### src/cfbp_pkg.sv
// Package with the shared types, codes and constants of the chunked fixed block pool.
package cfbp_pkg;

  localparam int CHUNK_W = 3;
  localparam int OFS_W = 20;
  localparam int BPC_W = 8;
  localparam int BSZ_W = 13;
  localparam int IDX_W = 8;
  localparam int CFG_IDX_W = 1;
  localparam int CFG_DATA_W = 13;
  localparam int DIV_STEPS = OFS_W;
  localparam int LINKS_PER_CHUNK = 256;

  localparam logic [BPC_W-1:0] BPC_RESET = 8'd255;
  localparam logic [BSZ_W-1:0] BSZ_RESET = 13'd8;
  localparam logic [BSZ_W-1:0] BSZ_LIMIT = 13'd4096;

  localparam logic [CFG_IDX_W-1:0] CFG_BLOCKS_PER_CHUNK = 1'd0;
  localparam logic [CFG_IDX_W-1:0] CFG_BLOCK_SIZE = 1'd1;

  localparam logic KIND_ALLOC = 1'b0;
  localparam logic KIND_RELEASE = 1'b1;

  localparam logic [1:0] ST_OK = 2'd0;
  localparam logic [1:0] ST_OOM = 2'd1;
  localparam logic [1:0] ST_BAD = 2'd2;

  typedef struct packed {
    logic                kind;
    logic [CHUNK_W-1:0]  chunk_in;
    logic [OFS_W-1:0]    offset_in;
  } in_t;

  typedef struct packed {
    logic [1:0]          status;
    logic [CHUNK_W-1:0]  chunk_out;
    logic [OFS_W-1:0]    offset_out;
    logic [IDX_W-1:0]    free_left;
  } out_t;

  typedef enum logic [3:0] {
    S_IDLE,
    S_CHECK,
    S_SCAN,
    S_NEW,
    S_SETUP,
    S_POP_RD,
    S_POP_WB,
    S_REL_CHK,
    S_DIV,
    S_REL_WB
  } state_t;

  typedef enum logic [3:0] {
    OP_NONE,
    OP_CAPTURE,
    OP_SEL_CLR,
    OP_SEL_INC,
    OP_OOM,
    OP_NEW_INIT,
    OP_SETUP_STEP,
    OP_SETUP_LAST,
    OP_POP_RD,
    OP_POP_WB,
    OP_REL_UNUSED,
    OP_DIV_INIT,
    OP_DIV_STEP,
    OP_REL_WB
  } dp_op_t;

  typedef struct packed {
    logic cur_ok;
    logic sel_free_nz;
    logic used_zero;
    logic sel_last;
    logic pool_full;
    logic setup_last;
    logic unused;
    logic div_last;
  } dp_status_t;

endpackage

### src/cfbp_ctrl.sv
// Controller state machine that sequences allocate and release transactions.
module cfbp_ctrl (
  input  logic                   clk,
  input  logic                   rst_n,
  input  logic                   start,
  input  logic                   kind,
  input  cfbp_pkg::dp_status_t   status,
  output cfbp_pkg::dp_op_t       op,
  output logic                   busy
);

  cfbp_pkg::state_t state_r;
  cfbp_pkg::state_t state_nxt;

  always_ff @(posedge clk) begin
    if (!rst_n) begin
      state_r <= cfbp_pkg::S_IDLE;
    end else begin
      state_r <= state_nxt;
    end
  end

  always_comb begin
    state_nxt = state_r;
    case (state_r)
      cfbp_pkg::S_IDLE: begin
        if (start) begin
          state_nxt = (kind == cfbp_pkg::KIND_RELEASE) ? cfbp_pkg::S_REL_CHK
                                                       : cfbp_pkg::S_CHECK;
        end
      end
      cfbp_pkg::S_CHECK: begin
        state_nxt = status.cur_ok ? cfbp_pkg::S_POP_RD : cfbp_pkg::S_SCAN;
      end
      cfbp_pkg::S_SCAN: begin
        if (status.used_zero) begin
          state_nxt = cfbp_pkg::S_NEW;
        end else if (status.sel_free_nz) begin
          state_nxt = cfbp_pkg::S_POP_RD;
        end else if (status.sel_last) begin
          state_nxt = cfbp_pkg::S_NEW;
        end
      end
      cfbp_pkg::S_NEW: begin
        state_nxt = status.pool_full ? cfbp_pkg::S_IDLE : cfbp_pkg::S_SETUP;
      end
      cfbp_pkg::S_SETUP: begin
        if (status.setup_last) begin
          state_nxt = cfbp_pkg::S_POP_RD;
        end
      end
      cfbp_pkg::S_POP_RD:  state_nxt = cfbp_pkg::S_POP_WB;
      cfbp_pkg::S_POP_WB:  state_nxt = cfbp_pkg::S_IDLE;
      cfbp_pkg::S_REL_CHK: begin
        state_nxt = status.unused ? cfbp_pkg::S_IDLE : cfbp_pkg::S_DIV;
      end
      cfbp_pkg::S_DIV: begin
        if (status.div_last) begin
          state_nxt = cfbp_pkg::S_REL_WB;
        end
      end
      cfbp_pkg::S_REL_WB:  state_nxt = cfbp_pkg::S_IDLE;
      default:             state_nxt = cfbp_pkg::S_IDLE;
    endcase
  end

  always_comb begin
    op = cfbp_pkg::OP_NONE;
    busy = 1'b1;
    case (state_r)
      cfbp_pkg::S_IDLE: begin
        busy = 1'b0;
        if (start) begin
          op = cfbp_pkg::OP_CAPTURE;
        end
      end
      cfbp_pkg::S_CHECK: begin
        if (!status.cur_ok) begin
          op = cfbp_pkg::OP_SEL_CLR;
        end
      end
      cfbp_pkg::S_SCAN: begin
        if (!status.used_zero && !status.sel_free_nz && !status.sel_last) begin
          op = cfbp_pkg::OP_SEL_INC;
        end
      end
      cfbp_pkg::S_NEW: begin
        op = status.pool_full ? cfbp_pkg::OP_OOM : cfbp_pkg::OP_NEW_INIT;
      end
      cfbp_pkg::S_SETUP: begin
        op = status.setup_last ? cfbp_pkg::OP_SETUP_LAST : cfbp_pkg::OP_SETUP_STEP;
      end
      cfbp_pkg::S_POP_RD:  op = cfbp_pkg::OP_POP_RD;
      cfbp_pkg::S_POP_WB:  op = cfbp_pkg::OP_POP_WB;
      cfbp_pkg::S_REL_CHK: begin
        op = status.unused ? cfbp_pkg::OP_REL_UNUSED : cfbp_pkg::OP_DIV_INIT;
      end
      cfbp_pkg::S_DIV:     op = cfbp_pkg::OP_DIV_STEP;
      cfbp_pkg::S_REL_WB:  op = cfbp_pkg::OP_REL_WB;
      default: begin
        op = cfbp_pkg::OP_NONE;
        busy = 1'b1;
      end
    endcase
  end

endmodule

### config.mk
export PLATFORM = sky130hd
export DESIGN_NAME = cfbp_ctrl
export DESIGN_NICKNAME = d
export VERILOG_FILES = /design/src/cfbp_pkg.sv /design/src/cfbp_ctrl.sv
export SDC_FILE = /design/constraint.sdc
export NUM_CORES = 1
export LEC_CHECK = 0
export BUFFER_PORTS_ARGS = -buffer_cell sky130_fd_sc_hd__buf_2
export CAP_MARGIN = 20
export CELL_PAD_IN_SITES_DETAIL_PLACEMENT = 0
export CELL_PAD_IN_SITES_GLOBAL_PLACEMENT = 2
export CORE_MARGIN = 2
export CORE_UTILIZATION = 26
export CTS_BUF_LIST = sky130_fd_sc_hd__clkbuf_16
export DETAILED_ROUTE_END_ITERATION = 16
export PLACE_DENSITY_LB_ADDON = 0.1
export SLEW_MARGIN = 5
export SYNTH_ARGS = -nofsm -noshare
export SYNTH_HDL_FRONTEND = slang
export SYNTH_SLANG_ARGS = --single-unit
### constraint.sdc
create_clock -name clk -period 2.8 [get_ports clk]
set_input_delay 0.14 -clock clk [delete_from_list [all_inputs] [get_ports clk]]
set_output_delay 0.14 -clock clk [all_outputs]
set_load 0.05 [all_outputs]
==> results.md <==
- CP max stage cell: dfxtp_1
- Area grow syn2layout: 32.7%
- Rel. slew slack: 0.619
- TNS Setup: 0 ps
- Regs by FF count: state_r x4
- Async SR Flop Fraction: 0
- Max-slew violation count: 0
- Post-CTS setup buffer count: 0
- Reg power frac: 0.184
- Root buffer cell: clkbuf_16
- Resize count post-CTS: 0
- CTS Buf Count: 3
- Critical-path cell list: nand2_1 -> o2bb2ai_1 -> mux2i_1 -> o211ai_1 -> buf_2
- Kind of end point of the critical path: output pin
- IO buf count: 16
- Die Footprint: 2130 sq um
- GRT Util Overall: 0.142
- Starting Density: 0.271
- Top_reg_cell synth: dfxtp_1
- Routed wire length: 1.28 mm
- Syn. warnings: 0
- Cells after synthesis: 64
- Vias: 523
- Commonest non-fill, non-tap cell in the layout: buf_2
- Clock-pin slew on the worst setup and hold paths: 30 ps
- First-pass GRT wire length: 2.21 mm
- Critical Path AT: 1770 ps
- Vias in the first global route: 509
- Syn Area/Cell: 7.23 sq um
- Mean number of vias per cell: 5.08
- Crit path buf inv count: 1
- WHS Path Cells: 2
- Final nets: 92
- Worst hold path type: input port to flop
- Post-route insts no fill: 103
- Row Count: 15
- Register-to-Register Path Depth: 4
- Max Clk Rate: 524 MHz
- Pre-antenna DRT Iters: 4
- Slew at the pin with the worst max-slew slack: 571 ps
- Initial antenna violation count: 0
- Final ANT Viol Nets: 0
- RSZ-0062 raised after global routing: no
- #FFs+latches synth: 4
- Clk pwr share: 0.256
- CP delay by family, top: flip-flops
- Crit-path max FO: 15
- Req. time, crit path: 2660 ps
- Hold_sp: rst_n
- Post-DP HPWL: 976 um
- Max reg flops: 4
- GRT overflow: 0
- Max_cap viols: 0
- Hold Fails Final Rpt: 0
- Number of diodes: 0
- Critical path type: flop to output pin
- I/O pin cnt: 17
- CP max stage delay: 630 ps
- CTS tree: yes
- Pwr dens: 1420 nW/um^2
- Final min period: 1910 ps
- Sw Share: 0.502
- Worst R2R Start: state_r[2]
- Internal power: 435 uW
- Largest net degree at the start of global routing: 19
- Worst Skew: 3.64 ps
- Final Core Density: 0.360
- EDFF count, synth: 0
- Skew-Pair Late Insertion Delay: 230 ps
- Worst R2R Setup Slack: 1260 ps
- Endpoint, Worst Hold: state_r[0]
- Routability cong.: 0.783
- Share of layout cells above drive strength 1: 0.308
- Horiz. Die Dim: 46.2 um
- Final setup fails: 0
- Core area: 1710 sq um
- Worst reg2reg endpoint: state_r[0]
- Outcome: finished, final reports clean
- Die H: 46.2 um
- CTS H-tree lvls: 1
- Mapped Area: 463 sq um
- # clock sinks: 4
- Sequential element share of the synthesized area: 0.173
- DRC: 0
- Most frequent cells in the layout: buf_2 (16), nor2_1 (7), nand2_1 (5)
- DP Cell Count: 100
- Period utilisation layout: 0.682
- Mapped Nets: 76
- DRT iter0 DRCs: 3
- Startpoint types: flop
- Max Root-Sink Buffers: 2
- Cts hold-fix bufs: 0
- Psw: 438 uW
- Average wire per standard cell: 12.4 um
- Fillers: 198
- Static leakage: 0.000250 uW
- Distinct cells, synth: 34
- Peak supply drop: 0.440 mV
- Gate power share: 0.560
- Biggest register: state_r
-- Yosys cell counts, types with 2 or more instances --
cell type | count | area (sq um)
a21oi_2 | 2 | 17.5
nor2_1 | 7 | 26.3
o21ai_0 | 4 | 20.0
dfxtp_1 | 4 | 80.1
nand2_1 | 5 | 18.8
buf_4 | 2 | 15.0
a21oi_1 | 3 | 15.0
nor2b_1 | 2 | 12.5
a31oi_1 | 2 | 12.5
nor3_1 | 2 | 10.0
o22ai_1 | 2 | 12.5
nand2b_1 | 4 | 25.0
inv_1 | 3 | 11.3
o211ai_1 | 2 | 15.0
-- how the worst max path moves through the flow --
stage,start,to,slack (ps),depth (start not counted)
finish,state_r[1],op[0],890,5
global route,state_r[1],op[0],710,5
CTS,state_r[1],op[0],880,5
detailed placement,state_r[1],op[0],1120,5
global placement,state_r[1],op[0],1100,5
floorplan,state_r[0],op[1],730,5
-- stage by stage --
step / power [uW] / hold slack (ps) / instance area [sq um] / setup WS [ps]
2_1_floorplan: 574 / 280 / 463 / 730
3_3_place_gp: 662 / 401 / 539 / 1100
3_5_place_dp: 651 / 401 / 539 / 1120
4_1_cts: 879 / 166 / 614 / 882
5_1_grt: 930 / 172 / 614 / 714
6_report: 873 / 168 / 614 / 891
-- final cells by class --
class	instances	area [sq um]	area share
clock buffer	3	75.1	0.122
inverter	3	11.3	0.0183
multi-input combinational	52	337	0.548
sequential	4	80.1	0.130
tap	25	31.3	0.0509
timing repair buffer	16	80.1	0.130
-- worst register-to-register path, delay by kind of cell, from the launching register on --
family	cells	cell delay [ps]
AOI/OAI and AO/OA	3	400
DFF	1	670
muxes	1	360
-- power groups by stage --
stage	Clock, uW	Combinational (uW)	Sequential (uW)
6_report	223	489	160
5_1_grt	230	529	171
4_1_cts	227	491	161
3_5_place_dp	0	490	161
3_3_place_gp	0	499	163
2_1_floorplan	0	483	90.3
-- logic make-up after synthesis --
group           synth area share
simple gates               0.300
compound gates             0.373
buf+inv                    0.100
flops                      0.173
mux                       0.0540
-- layer usage --
layer  global-route usage  vias to the layer above  wire [um]
met5                    0                        -          0
met4               0.0343                        0         16
met3               0.0314                        2         53
met2                0.239                       12        594
met1                0.181                      246        611
li1                     -                      263          -
(Power assumes the default switching activity.)
